<file path="src/sv/bellman_ford_shortest_paths_assert.svh">
// Assertion macros for the top-level file, which checks its own logic.
`ifndef BELLMAN_FORD_SHORTEST_PATHS_ASSERT_SVH
`define BELLMAN_FORD_SHORTEST_PATHS_ASSERT_SVH

// Same-cycle implication, checked on every rising edge outside reset.
`define BFSP_ASSERT_NOW(label, ante, cons, msg) \
    label: assert property (@(posedge clk) disable iff (!rst_n) (ante) |-> (cons)) \
        else $error(msg);

// Next-cycle implication, checked on every rising edge outside reset.
`define BFSP_ASSERT_NEXT(label, ante, cons, msg) \
    label: assert property (@(posedge clk) disable iff (!rst_n) (ante) |=> (cons)) \
        else $error(msg);

`endif

</file>
<file path="src/sv/bfsp_pkg.sv">
package bfsp_pkg;

    localparam int VID_W       = 5;
    localparam int VCOUNT_W    = 6;
    localparam int WEIGHT_W    = 16;
    localparam int DIST_W      = 21;
    localparam int EDGE_W      = 2 * VID_W + WEIGHT_W;
    localparam int CFG_IDX_W   = 1;
    localparam int CFG_DATA_W  = 6;

    localparam int MAX_VERTICES_DEF = 32;
    localparam int MAX_EDGES_DEF    = 128;

    localparam logic [CFG_IDX_W-1:0] REG_VERTEX_COUNT  = 1'd0;
    localparam logic [CFG_IDX_W-1:0] REG_SOURCE_VERTEX = 1'd1;

    localparam logic [VCOUNT_W-1:0] VERTEX_COUNT_RESET  = 6'd32;
    localparam logic [VID_W-1:0]    SOURCE_VERTEX_RESET = 5'd0;

    localparam logic signed [DIST_W-1:0] DIST_MAX = {1'b0, {(DIST_W-1){1'b1}}};
    localparam logic signed [DIST_W-1:0] DIST_MIN = {1'b1, {(DIST_W-1){1'b0}}};

    typedef struct packed {
        logic in_ready;
        logic init;
        logic relax_calc;
        logic relax_wr;
        logic out_sel;
        logic out_load;
        logic done;
    } bfsp_cmd_t;

    typedef struct packed {
        logic in_take;
        logic in_last;
        logic out_taken;
    } bfsp_status_t;

endpackage

</file>
<file path="src/sv/bfsp_if.sv">
interface bfsp_edge_if;
    import bfsp_pkg::*;

    logic                       valid;
    logic                       ready;
    logic                       edge_present;
    logic [VID_W-1:0]           edge_from;
    logic [VID_W-1:0]           edge_to;
    logic signed [WEIGHT_W-1:0] edge_weight;
    logic                       last_edge;

    modport source (
        output valid, edge_present, edge_from, edge_to, edge_weight, last_edge,
        input  ready
    );

    modport sink (
        input  valid, edge_present, edge_from, edge_to, edge_weight, last_edge,
        output ready
    );
endinterface

interface bfsp_result_if;
    import bfsp_pkg::*;

    logic                     valid;
    logic                     ready;
    logic [VID_W-1:0]         vertex_index;
    logic signed [DIST_W-1:0] path_distance;
    logic                     reachable;
    logic                     last_result;

    modport source (
        output valid, vertex_index, path_distance, reachable, last_result,
        input  ready
    );

    modport sink (
        input  valid, vertex_index, path_distance, reachable, last_result,
        output ready
    );
endinterface

</file>
<file path="src/sv/bfsp_ram.sv">
module bfsp_ram #(
    parameter int WIDTH = 8,
    parameter int DEPTH = 16,
    localparam int AW = (DEPTH > 1) ? $clog2(DEPTH) : 1
) (
    input  logic             clk,
    input  logic             we,
    input  logic [AW-1:0]    waddr,
    input  logic [WIDTH-1:0] wdata,
    input  logic [AW-1:0]    raddr,
    output logic [WIDTH-1:0] rdata
);
    logic [WIDTH-1:0] mem_reg [DEPTH];
    logic [WIDTH-1:0] rdata_reg;

    always_ff @(posedge clk)
    begin
        if (we)
        begin
            mem_reg[waddr] <= wdata;
        end
        rdata_reg <= mem_reg[raddr];
    end

    assign rdata = rdata_reg;
endmodule

</file>
<file path="src/sv/bfsp_ctrl.sv">
module bfsp_ctrl #(
    parameter int MAX_VERTICES = bfsp_pkg::MAX_VERTICES_DEF,
    parameter int MAX_EDGES    = bfsp_pkg::MAX_EDGES_DEF,
    localparam int V_W   = $clog2(MAX_VERTICES),
    localparam int CNT_W = $clog2(MAX_VERTICES + 1),
    localparam int ET_W  = $clog2(MAX_EDGES + 1)
) (
    input  logic                    clk,
    input  logic                    rst_n,
    input  bfsp_pkg::bfsp_status_t  status,
    input  logic [CNT_W-1:0]        active_n,
    input  logic [ET_W-1:0]         edge_total,
    output bfsp_pkg::bfsp_cmd_t     cmd,
    output logic [ET_W-1:0]         edge_idx,
    output logic [V_W-1:0]          vert_idx
);
    import bfsp_pkg::*;

    localparam logic [3:0] ST_IDLE     = 4'd0;
    localparam logic [3:0] ST_INIT     = 4'd1;
    localparam logic [3:0] ST_EREAD    = 4'd2;
    localparam logic [3:0] ST_DREAD    = 4'd3;
    localparam logic [3:0] ST_CALC     = 4'd4;
    localparam logic [3:0] ST_WRITE    = 4'd5;
    localparam logic [3:0] ST_OUT_RD   = 4'd6;
    localparam logic [3:0] ST_OUT_LD   = 4'd7;
    localparam logic [3:0] ST_OUT_WAIT = 4'd8;

    logic [3:0]      state_reg, state_next;
    logic [ET_W-1:0] edge_reg, edge_next;
    logic [V_W-1:0]  pass_reg, pass_next;
    logic [V_W-1:0]  vert_reg, vert_next;

    always_ff @(posedge clk or negedge rst_n)
    begin
        if (!rst_n)
        begin
            state_reg <= ST_IDLE;
            edge_reg  <= '0;
            pass_reg  <= '0;
            vert_reg  <= '0;
        end
        else
        begin
            state_reg <= state_next;
            edge_reg  <= edge_next;
            pass_reg  <= pass_next;
            vert_reg  <= vert_next;
        end
    end

    always_comb
    begin
        state_next = state_reg;
        edge_next  = edge_reg;
        pass_next  = pass_reg;
        vert_next  = vert_reg;
        cmd        = '0;
        unique case (state_reg)
            ST_IDLE:
            begin
                cmd.in_ready = 1'b1;
                if (status.in_take && status.in_last)
                begin
                    state_next = ST_INIT;
                end
            end
            ST_INIT:
            begin
                cmd.init  = 1'b1;
                edge_next = '0;
                pass_next = '0;
                vert_next = '0;
                if (active_n > CNT_W'(1) && edge_total != '0)
                begin
                    state_next = ST_EREAD;
                end
                else
                begin
                    state_next = ST_OUT_RD;
                end
            end
            ST_EREAD:
            begin
                state_next = ST_DREAD;
            end
            ST_DREAD:
            begin
                state_next = ST_CALC;
            end
            ST_CALC:
            begin
                cmd.relax_calc = 1'b1;
                state_next     = ST_WRITE;
            end
            ST_WRITE:
            begin
                cmd.relax_wr = 1'b1;
                if (edge_reg + ET_W'(1) < edge_total)
                begin
                    edge_next  = edge_reg + ET_W'(1);
                    state_next = ST_EREAD;
                end
                else
                begin
                    edge_next = '0;
                    // A new pass starts while fewer than n-1 passes are done.
                    if (CNT_W'(pass_reg) + CNT_W'(2) < active_n)
                    begin
                        pass_next  = pass_reg + V_W'(1);
                        state_next = ST_EREAD;
                    end
                    else
                    begin
                        state_next = ST_OUT_RD;
                    end
                end
            end
            ST_OUT_RD:
            begin
                cmd.out_sel = 1'b1;
                state_next  = ST_OUT_LD;
            end
            ST_OUT_LD:
            begin
                cmd.out_sel  = 1'b1;
                cmd.out_load = 1'b1;
                state_next   = ST_OUT_WAIT;
            end
            ST_OUT_WAIT:
            begin
                if (status.out_taken)
                begin
                    if (CNT_W'(vert_reg) + CNT_W'(1) == active_n)
                    begin
                        cmd.done   = 1'b1;
                        state_next = ST_IDLE;
                    end
                    else
                    begin
                        vert_next  = vert_reg + V_W'(1);
                        state_next = ST_OUT_RD;
                    end
                end
            end
            default:
            begin
                state_next = ST_IDLE;
            end
        endcase
    end

    assign edge_idx = edge_reg;
    assign vert_idx = vert_reg;
endmodule

</file>
<file path="src/sv/bfsp_datapath.sv">
module bfsp_datapath #(
    parameter int MAX_VERTICES = bfsp_pkg::MAX_VERTICES_DEF,
    parameter int MAX_EDGES    = bfsp_pkg::MAX_EDGES_DEF,
    localparam int V_W   = $clog2(MAX_VERTICES),
    localparam int CNT_W = $clog2(MAX_VERTICES + 1),
    localparam int EA_W  = (MAX_EDGES > 1) ? $clog2(MAX_EDGES) : 1,
    localparam int ET_W  = $clog2(MAX_EDGES + 1)
) (
    input  logic                                clk,
    input  logic                                rst_n,
    bfsp_edge_if.sink                           edges,
    bfsp_result_if.source                       results,
    input  logic                                cfg_we,
    input  logic [bfsp_pkg::CFG_IDX_W-1:0]      cfg_idx,
    input  logic [bfsp_pkg::CFG_DATA_W-1:0]     cfg_data,
    input  bfsp_pkg::bfsp_cmd_t                 cmd,
    input  logic [ET_W-1:0]                     edge_idx,
    input  logic [V_W-1:0]                      vert_idx,
    output bfsp_pkg::bfsp_status_t              status,
    output logic [CNT_W-1:0]                    active_n,
    output logic [ET_W-1:0]                     edge_total
);
    import bfsp_pkg::*;

    logic [VCOUNT_W-1:0]        vertex_count_reg;
    logic [VID_W-1:0]           source_vertex_reg;
    logic [ET_W-1:0]            edge_total_reg;
    logic [MAX_VERTICES-1:0]    reached_reg;

    logic                       in_take;
    logic                       edge_store;
    logic [EDGE_W-1:0]          edge_rdata;
    logic [VID_W-1:0]           e_from;
    logic [VID_W-1:0]           e_to;
    logic signed [WEIGHT_W-1:0] e_weight;
    logic [V_W-1:0]             from_idx;
    logic [V_W-1:0]             to_idx;
    logic                       from_ok;
    logic                       to_ok;
    logic                       src_ok;

    logic [V_W-1:0]             dist_raddr_a;
    logic                       dist_we;
    logic [V_W-1:0]             dist_waddr;
    logic [DIST_W-1:0]          dist_wdata;
    logic signed [DIST_W-1:0]   dist_a;
    logic signed [DIST_W-1:0]   dist_b;

    logic signed [DIST_W:0]     sum;
    logic signed [DIST_W-1:0]   cand_next;
    logic signed [DIST_W-1:0]   cand_reg;
    logic                       ok_reg;
    logic                       relax_upd;

    logic                       out_valid_reg;
    logic [VID_W-1:0]           out_index_reg;
    logic signed [DIST_W-1:0]   out_dist_reg;
    logic                       out_reach_reg;
    logic                       out_last_reg;

    // Configuration registers.
    always_ff @(posedge clk or negedge rst_n)
    begin
        if (!rst_n)
        begin
            vertex_count_reg  <= VERTEX_COUNT_RESET;
            source_vertex_reg <= SOURCE_VERTEX_RESET;
        end
        else if (cfg_we)
        begin
            unique case (cfg_idx)
                REG_VERTEX_COUNT:  vertex_count_reg  <= cfg_data;
                REG_SOURCE_VERTEX: source_vertex_reg <= cfg_data[VID_W-1:0];
            endcase
        end
    end

    // A vertex count of zero means one vertex; counts above the store saturate.
    always_comb
    begin
        if (vertex_count_reg == '0)
        begin
            active_n = CNT_W'(1);
        end
        else if (int'(vertex_count_reg) > MAX_VERTICES)
        begin
            active_n = CNT_W'(MAX_VERTICES);
        end
        else
        begin
            active_n = CNT_W'(vertex_count_reg);
        end
    end

    // Edge loading.
    assign edges.ready = cmd.in_ready;
    assign in_take     = edges.valid & cmd.in_ready;
    assign edge_store  = in_take & edges.edge_present
                       & (edge_total_reg < ET_W'(MAX_EDGES));

    always_ff @(posedge clk or negedge rst_n)
    begin
        if (!rst_n)
        begin
            edge_total_reg <= '0;
        end
        else if (cmd.done)
        begin
            edge_total_reg <= '0;
        end
        else if (edge_store)
        begin
            edge_total_reg <= edge_total_reg + ET_W'(1);
        end
    end

    assign edge_total = edge_total_reg;

    bfsp_ram #(
        .WIDTH (EDGE_W),
        .DEPTH (MAX_EDGES)
    ) u_edge_ram (
        .clk   (clk),
        .we    (edge_store),
        .waddr (edge_total_reg[EA_W-1:0]),
        .wdata ({edges.edge_from, edges.edge_to, edges.edge_weight}),
        .raddr (edge_idx[EA_W-1:0]),
        .rdata (edge_rdata)
    );

    assign e_from   = edge_rdata[EDGE_W-1 -: VID_W];
    assign e_to     = edge_rdata[WEIGHT_W +: VID_W];
    assign e_weight = edge_rdata[WEIGHT_W-1:0];
    assign from_idx = V_W'(e_from);
    assign to_idx   = V_W'(e_to);
    assign from_ok  = int'(e_from) < int'(active_n);
    assign to_ok    = int'(e_to) < int'(active_n);
    assign src_ok   = int'(source_vertex_reg) < int'(active_n);

    // Two copies of the distance table, written together, give two read ports.
    assign dist_raddr_a = cmd.out_sel ? vert_idx : from_idx;
    assign dist_we      = cmd.init | (cmd.relax_wr & relax_upd);
    assign dist_waddr   = cmd.init ? V_W'(source_vertex_reg) : to_idx;
    assign dist_wdata   = cmd.init ? '0 : cand_reg;

    bfsp_ram #(
        .WIDTH (DIST_W),
        .DEPTH (MAX_VERTICES)
    ) u_dist_ram_a (
        .clk   (clk),
        .we    (dist_we),
        .waddr (dist_waddr),
        .wdata (dist_wdata),
        .raddr (dist_raddr_a),
        .rdata (dist_a)
    );

    bfsp_ram #(
        .WIDTH (DIST_W),
        .DEPTH (MAX_VERTICES)
    ) u_dist_ram_b (
        .clk   (clk),
        .we    (dist_we),
        .waddr (dist_waddr),
        .wdata (dist_wdata),
        .raddr (to_idx),
        .rdata (dist_b)
    );

    // Reached flags double as valid bits for the distance table.
    always_ff @(posedge clk or negedge rst_n)
    begin
        if (!rst_n)
        begin
            reached_reg <= '0;
        end
        else if (cmd.init)
        begin
            reached_reg <= '0;
            if (src_ok)
            begin
                reached_reg[V_W'(source_vertex_reg)] <= 1'b1;
            end
        end
        else if (cmd.relax_wr && relax_upd)
        begin
            reached_reg[to_idx] <= 1'b1;
        end
    end

    // Candidate distance, saturated to the distance range.
    assign sum = {dist_a[DIST_W-1], dist_a}
               + {{(DIST_W + 1 - WEIGHT_W){e_weight[WEIGHT_W-1]}}, e_weight};

    always_comb
    begin
        if (sum[DIST_W] != sum[DIST_W-1])
        begin
            cand_next = sum[DIST_W] ? DIST_MIN : DIST_MAX;
        end
        else
        begin
            cand_next = sum[DIST_W-1:0];
        end
    end

    always_ff @(posedge clk or negedge rst_n)
    begin
        if (!rst_n)
        begin
            ok_reg <= 1'b0;
        end
        else if (cmd.relax_calc)
        begin
            ok_reg <= from_ok & to_ok & reached_reg[from_idx];
        end
    end

    always_ff @(posedge clk)
    begin
        if (cmd.relax_calc)
        begin
            cand_reg <= cand_next;
        end
    end

    assign relax_upd = ok_reg & (!reached_reg[to_idx] || (cand_reg < dist_b));

    // Result register.
    always_ff @(posedge clk or negedge rst_n)
    begin
        if (!rst_n)
        begin
            out_valid_reg <= 1'b0;
        end
        else if (cmd.out_load)
        begin
            out_valid_reg <= 1'b1;
        end
        else if (results.ready)
        begin
            out_valid_reg <= 1'b0;
        end
    end

    always_ff @(posedge clk)
    begin
        if (cmd.out_load)
        begin
            out_index_reg <= VID_W'(vert_idx);
            out_reach_reg <= reached_reg[vert_idx];
            out_dist_reg  <= reached_reg[vert_idx] ? dist_a : '0;
            out_last_reg  <= (CNT_W'(vert_idx) + CNT_W'(1)) == active_n;
        end
    end

    assign results.valid         = out_valid_reg;
    assign results.vertex_index  = out_index_reg;
    assign results.path_distance = out_dist_reg;
    assign results.reachable     = out_reach_reg;
    assign results.last_result   = out_last_reg;

    assign status.in_take   = in_take;
    assign status.in_last   = edges.last_edge;
    assign status.out_taken = out_valid_reg & results.ready;
endmodule

</file>
<file path="src/sv/bellman_ford_shortest_paths.sv">
// Single-source shortest paths over a loaded edge list.
// The edges channel takes one word per cycle while the block is idle; each word
// with edge_present set is stored in load order (words past MAX_EDGES are dropped).
// A word with last_edge set starts the solve and the channel stalls until every
// result has been taken. The solve runs n - 1 passes over the E stored edges for
// n active vertices (none if n is 1 or E is 0): each edge relaxation walks four
// steps through the edge memory read, the distance memory read, the saturating
// add and the compare-and-write. The results channel then gives one word per
// vertex, vertex 0 first, with last_result on vertex n - 1. Each result is read
// from the distance table into an output register and held there until taken;
// the next vertex is not read before that. After the last result the edge list
// is emptied and the block returns to idle.
// Configuration writes are taken at any cycle and must only happen while idle.
// Reset returns the block to idle with an empty edge list, vertex_count 32 and
// source_vertex 0; no memory clearing pass is needed.
module bellman_ford_shortest_paths #(
    parameter int MAX_VERTICES = bfsp_pkg::MAX_VERTICES_DEF,
    parameter int MAX_EDGES    = bfsp_pkg::MAX_EDGES_DEF
) (
    input  logic                            clk,
    input  logic                            rst_n,
    bfsp_edge_if.sink                       edges,
    bfsp_result_if.source                   results,
    input  logic                            cfg_we,
    input  logic [bfsp_pkg::CFG_IDX_W-1:0]  cfg_idx,
    input  logic [bfsp_pkg::CFG_DATA_W-1:0] cfg_data
);
    import bfsp_pkg::*;

    localparam int V_W   = $clog2(MAX_VERTICES);
    localparam int CNT_W = $clog2(MAX_VERTICES + 1);
    localparam int ET_W  = $clog2(MAX_EDGES + 1);

    bfsp_cmd_t        cmd;
    bfsp_status_t     status;
    logic [CNT_W-1:0] active_n;
    logic [ET_W-1:0]  edge_total;
    logic [ET_W-1:0]  edge_idx;
    logic [V_W-1:0]   vert_idx;

    bfsp_ctrl #(
        .MAX_VERTICES (MAX_VERTICES),
        .MAX_EDGES    (MAX_EDGES)
    ) u_ctrl (
        .clk        (clk),
        .rst_n      (rst_n),
        .status     (status),
        .active_n   (active_n),
        .edge_total (edge_total),
        .cmd        (cmd),
        .edge_idx   (edge_idx),
        .vert_idx   (vert_idx)
    );

    bfsp_datapath #(
        .MAX_VERTICES (MAX_VERTICES),
        .MAX_EDGES    (MAX_EDGES)
    ) u_datapath (
        .clk        (clk),
        .rst_n      (rst_n),
        .edges      (edges),
        .results    (results),
        .cfg_we     (cfg_we),
        .cfg_idx    (cfg_idx),
        .cfg_data   (cfg_data),
        .cmd        (cmd),
        .edge_idx   (edge_idx),
        .vert_idx   (vert_idx),
        .status     (status),
        .active_n   (active_n),
        .edge_total (edge_total)
    );

`include "bellman_ford_shortest_paths_assert.svh"

    `BFSP_ASSERT_NOW(a_no_load_while_reporting, edges.ready, !results.valid,
        "input open while a result is pending")
    `BFSP_ASSERT_NEXT(a_last_word_closes_input,
        edges.valid && edges.ready && edges.last_edge, !edges.ready,
        "input still open after the last edge")
    `BFSP_ASSERT_NEXT(a_last_result_reopens,
        results.valid && results.ready && results.last_result,
        edges.ready && edge_total == '0, "not idle after the last result")
    `BFSP_ASSERT_NEXT(a_result_held, results.valid && !results.ready, results.valid,
        "result word dropped before it was taken")
endmodule
</file>
<file path="src/flat_wrapper.sv">
// flat-port wrapper written by rule: the top's interface ports become plain ports
module bellman_ford_shortest_paths_flat import bfsp_pkg::*;
#(
    parameter int MAX_VERTICES = bfsp_pkg::MAX_VERTICES_DEF,
    parameter int MAX_EDGES    = bfsp_pkg::MAX_EDGES_DEF
)
  (clk, rst_n, cfg_we, cfg_idx, cfg_data, edges_valid, edges_edge_present, edges_edge_from, edges_edge_to, edges_edge_weight, edges_last_edge, edges_ready, results_valid, results_vertex_index, results_path_distance, results_reachable, results_last_result, results_ready);
  bfsp_edge_if edges_i ();
  bfsp_result_if results_i ();
  input  logic clk;
  input  logic rst_n;
  input  logic cfg_we;
  input  logic [bfsp_pkg::CFG_IDX_W-1:0] cfg_idx;
  input  logic [bfsp_pkg::CFG_DATA_W-1:0] cfg_data;
  input wire logic [$bits(edges_i.valid)-1:0] edges_valid;
  input wire logic [$bits(edges_i.edge_present)-1:0] edges_edge_present;
  input wire logic [$bits(edges_i.edge_from)-1:0] edges_edge_from;
  input wire logic [$bits(edges_i.edge_to)-1:0] edges_edge_to;
  input wire logic [$bits(edges_i.edge_weight)-1:0] edges_edge_weight;
  input wire logic [$bits(edges_i.last_edge)-1:0] edges_last_edge;
  output wire logic [$bits(edges_i.ready)-1:0] edges_ready;
  output wire logic [$bits(results_i.valid)-1:0] results_valid;
  output wire logic [$bits(results_i.vertex_index)-1:0] results_vertex_index;
  output wire logic [$bits(results_i.path_distance)-1:0] results_path_distance;
  output wire logic [$bits(results_i.reachable)-1:0] results_reachable;
  output wire logic [$bits(results_i.last_result)-1:0] results_last_result;
  input wire logic [$bits(results_i.ready)-1:0] results_ready;
  assign edges_i.valid = edges_valid;
  assign edges_i.edge_present = edges_edge_present;
  assign edges_i.edge_from = edges_edge_from;
  assign edges_i.edge_to = edges_edge_to;
  assign edges_i.edge_weight = edges_edge_weight;
  assign edges_i.last_edge = edges_last_edge;
  assign edges_ready = edges_i.ready;
  assign results_valid = results_i.valid;
  assign results_vertex_index = results_i.vertex_index;
  assign results_path_distance = results_i.path_distance;
  assign results_reachable = results_i.reachable;
  assign results_last_result = results_i.last_result;
  assign results_i.ready = results_ready;
  bellman_ford_shortest_paths #(.MAX_VERTICES(MAX_VERTICES), .MAX_EDGES(MAX_EDGES)) u_core (.clk(clk), .rst_n(rst_n), .edges(edges_i), .results(results_i), .cfg_we(cfg_we), .cfg_idx(cfg_idx), .cfg_data(cfg_data));
endmodule
</file>
<file path="config.mk">
export PLATFORM = sky130hd
export DESIGN_NAME = bellman_ford_shortest_paths_flat
export DESIGN_NICKNAME = d
export VERILOG_FILES = /design/src/sv/bfsp_pkg.sv /design/src/sv/bfsp_if.sv /design/src/sv/bfsp_ram.sv /design/src/sv/bfsp_ctrl.sv /design/src/sv/bfsp_datapath.sv /design/src/sv/bellman_ford_shortest_paths.sv /design/src/flat_wrapper.sv
export VERILOG_INCLUDE_DIRS = /design/src /design/src/sv
export SDC_FILE = /design/constraint.sdc
export NUM_CORES = 2
export LEC_CHECK = 0
export CAP_MARGIN = 25
export CELL_PAD_IN_SITES_DETAIL_PLACEMENT = 0
export CELL_PAD_IN_SITES_GLOBAL_PLACEMENT = 2
export CORE_AREA = 4 4 548 550
export CTS_BUF_LIST = sky130_fd_sc_hd__clkbuf_2
export CTS_CLUSTER_DIAMETER = 100
export DETAILED_ROUTE_END_ITERATION = 12
export DIE_AREA = 0 0 552 554
export DONT_BUFFER_PORTS = 1
export PLACE_DENSITY_LB_ADDON = 0.1
export SLEW_MARGIN = 5
export SYNTH_ARGS = -nofsm -noshare
export SYNTH_HDL_FRONTEND = slang
export SYNTH_MEMORY_MAX_BITS = 65536
export SYNTH_SLANG_ARGS = --single-unit
</file>
<file path="constraint.sdc">
create_clock -name clk -period 7.01 [get_ports clk]
set_clock_uncertainty 0.2 [all_clocks]
set_input_delay 0.701 -clock clk [delete_from_list [all_inputs] [get_ports clk]]
set_output_delay 0.701 -clock clk [all_outputs]
set_load 0.05 [all_outputs]
</file>
==> impl_metrics.csv <==
group,metric,value,unit
status,status,"complete, no violations",
sta,fin_ws,1.72,ns
clock_network,clkTransAtPathRegs,0.10,ns
worst_setup_path,slowest_stage,"dlygate4sd3_1",
layout,num-fill-cells,21000,
sta,finalSetupViolCount,0,
yosys,synth-edff-count,4049,
hold_path,worstHoldStart,"edges_edge_weight[0]",
layout,drive_above_1_share,34.7,%
worst_setup_path,arrival,6.79,ns
worst_setup_path,r2r_start,"u_core.u_ctrl.state_reg[2]",
detailed_routing,drtIter0Drc,12000,
sta,worst_slew_pin_slew,1.20,ns
yosys,synth_area_leaders,"edfxtp_1 (72%), mux4_2 (16%), mux2i_1 (1.9%)",
hold_path,holdPathStages,4,
worst_setup_path,critPathLaunchType,"register",
yosys,synth_nets,8136,
die,rows,200,
worst_setup_path,cpPeakStageDelay,0.80,ns
pwr,ir_drop,0.218,mV
place,place_ws,2.24,ns
die,die_area,306000,µm²
yosys,postSynth.asyncResetShare,1.79,%
place,dp_cells,11700,
place,dp_hpwl,260000,µm
global_routing,met3_usage,6.63,%
worst_setup_path,worstPathRequired,8.52,ns
pwr,p_leak,59.0,nW
clock_network,cts_hold_buf,179,
clock_network,htree_levels,7,
hold_path,min_to,"u_core.u_datapath.u_edge_ram.mem_reg[52][0]",
job,cap_viol_max_count,0,
worst_setup_path,r2r_cells,9,
pwr,total_power,57.4,mW
detailed_routing,drtAntennaViolNets,0,
detailed_routing,vias,90000,
layout,areaGrowthSynthToFinish,11.4,%
sta,tns,0,ns
die,die_width,552,µm
clock_network,cts_tree,"yes",
yosys,yosysWarnings,0,
worst_setup_path,rr_endpoint,"u_core.u_datapath.u_edge_ram.mem_reg[22][8]",
die,fp.dieH,554,µm
worst_setup_path,crit_fanout,15,
clock_network,post_cts_buffers,0,
detailed_routing,drt_first_pass_iters,7,
die,core_area,296000,µm²
global_routing,grt_use_total,30.7,%
place,gp_congestion,0.855,
layout,largest_reg_flops,3328,
sta,slew_violations,0,
global_routing,top_usage_layer,"met2",
sta,fin_crit_sh,75.4,%
clock_network,cts_num_sinks,4192,
clock_network,clockBufferDepth,5,
layout,post-route-util,63.2,%
yosys,synth_top_area_cell,"edfxtp_1",
global_routing,overflow,0,
yosys,synth_top_cell_area_share,72.5,%
hold_path,hp-class,"primary input to register",
worst_setup_path,crit_chain,"nor4_2 -> nand3_1 -> dlygate4sd3_1 -> nor2_2 -> dlygate4sd3_1 -> nand2_2 -> buf_4 -> nor2_2 -> buf_4",
worst_setup_path,endpoint_kind,"register",
global_routing,grt_use_met2,47.4,%
sta,rsz0062_at_grt,"no",
detailed_routing,drc,0,
global_routing,grt_pass1_vias,91900,
global_routing,use_met1,43.5,%
clock_network,cts_root_buffer,"clkbuf_2",
layout,layout.nets,9255,
global_routing,antenna_found_initial,37,
detailed_routing,routed_wl,464000,µm
global_routing,grt_pass1_wl,661000,µm
detailed_routing,viasPerCell,6.54,
place,io_buffer_count,0,
detailed_routing,wl_per_cell,33.7,µm
yosys,ys_seq_elements,4192,
yosys,ys.flop_type,"edfxtp_1",
yosys,yosysSeqAreaShare,74.4,%
die,initial_core_util,56.7,%
yosys,synth_cells,8024,
yosys,syn_area_per_cell,20.9,µm²
sta,max_freq,189,MHz
die,ioPinCount,70,
sta,hold_viol,0,
clock_network,clk_latency,2.23,ns
clock_network,cts_buffers,1128,
layout,layout.cells.non_filler,13800,
clock_network,cts_resized,0,
pwr,power_density,307,nW/µm²
sta,finalCriticalPeriod,5.29,ns
sta,maxSlewHeadroom,19.8,%
worst_setup_path,worstSetupPathType,"register to register",
yosys,syn-cell-area,168000,µm²
global_routing,grt_max_degree,169,
yosys,synthDistinctLibCells,83,
worst_setup_path,rrSetupSlack,1.72,ns
[synth_stat cells, types with 5 or more instances]
cell type and instances:
nand2_1 427, nand4_1 89, inv_1 50, mux2i_1 314
mux2_2 12, nand3_1 158, clkbuf_1 206, nor3b_1 7
nor2b_1 18, a22oi_1 150, a21o_1 12, nor4_1 30
o221ai_1 5, edfxtp_1 4049, and3_1 20, nor2_1 192
ha_1 71, o21a_1 46, nor3_1 31, nand2b_1 15
or3_1 5, buf_2 149, dfrtp_1 74, xor2_1 14
mux4_2 1184, a21oi_1 79, o32ai_1 34, xnor2_1 21
buf_6 23, and2_1 48, a21oi_2 7, o211ai_1 56
buf_1 70, buf_4 21, o22ai_1 110, a31oi_1 53
dfxtp_1 68, o21ai_0 37
[layer usage]
layer	vias to the layer above	share of wire, %
li1	36700	-
met1	47400	39
met2	5133	48
met3	835	9.4
met4	8	3.3
met5	-	0.011
[layout make-up]
type / instances / area (µm²) / area share [%]
tap: 3939 / 4930 / 2.64
clock inverter: 203 / 1160 / 0.621
timing repair buffer: 458 / 6120 / 3.28
sequential: 4192 / 125000 / 66.8
antenna: 24 / 60.1 / 0.0321
inverter: 50 / 188 / 0.100
multi-input combinational: 3313 / 41600 / 22.3
clock buffer: 1580 / 7910 / 4.23
[worst max-delay path by stage]
stage | endpoint | depth (start not counted) | from
floorplan | u_core.u_datapath.u_edge_ram.mem_reg[107][0] | 7 | u_core.u_ctrl.state_reg[0]
global placement | u_core.u_datapath.u_edge_ram.rdata[21] | 8 | u_core.u_ctrl.edge_idx[0]
detailed placement | u_core.u_datapath.u_edge_ram.rdata[21] | 8 | u_core.u_ctrl.edge_idx[0]
CTS | u_core.u_datapath.u_edge_ram.mem_reg[22][8] | 9 | u_core.u_ctrl.state_reg[2]
global route | u_core.u_datapath.u_edge_ram.mem_reg[22][23] | 9 | u_core.u_ctrl.state_reg[2]
finish | u_core.u_datapath.u_edge_ram.mem_reg[22][8] | 9 | u_core.u_ctrl.state_reg[2]
[logic make-up (layout without fill, tap and decap cells)]
family | count (synthesis) | in the layout | share of synthesized area, %
adder cells (fa/ha/maj) | 74 | 74 | 0.554
AND/OR/NAND/NOR | 1060 | 1060 | 2.93
buffers and inverters | 519 | 2291 | 1.42
flip-flops | 4192 | 4192 | 74.4
other | 0 | 24 | 0
AO/OA/AOI/OAI | 632 | 632 | 2.61
multiplexers | 1512 | 1512 | 17.9
XOR/XNOR | 35 | 35 | 0.183
[placed cells by master (no fill, tap or decap), types with 45 or more instances in the layout]
cell type | Yosys | routed
a21oi_1 | 79 | 79
buf_16 | 0 | 86
buf_12 | 0 | 45
o21a_1 | 46 | 46
nand4_1 | 89 | 89
and2_1 | 48 | 46
o22ai_1 | 110 | 110
edfxtp_1 | 4049 | 4049
mux4_2 | 1184 | 1184
ha_1 | 71 | 71
clkinv_1 | 0 | 143
nand3_1 | 158 | 157
a22oi_1 | 150 | 150
clkbuf_2 | 0 | 1580
inv_1 | 50 | 49
nand2_1 | 427 | 421
nor2_1 | 192 | 54
nor2_2 | 1 | 48
a31oi_1 | 53 | 50
mux2i_1 | 314 | 313
buf_4 | 21 | 183
dlygate4sd3_1 | 0 | 125
nor2_4 | 1 | 92
dfrtp_1 | 74 | 69
dfxtp_1 | 68 | 66
o211ai_1 | 56 | 56
[report_power, final]
| group | switching, mW | internal, mW |
|---|---|---|
| clock | 9.54 | 6.43 |
| sequential | 0.665 | 28.5 |
| combinational | 7.28 | 4.91 |
| total | 17.5 | 39.9 |
[critical path, delay by kind of cell, from the launching register on]
| family | cells | cell delay (ns) |
|---|---|---|
| flops | 1 | 0.60 |
| simple gates | 5 | 1.86 |
| buf+inv | 4 | 2.23 |
[per-stage QoR]
stage               area, µm²  hold WS (ns)
finish                 187000         0.208
global route           187000        0.0489
CTS                    186000       0.00197
detailed placement     174000         0.221
global placement       173000         0.219
floorplan              168000         0.205
No activity file was read; power rests on OpenSTA's default activity.
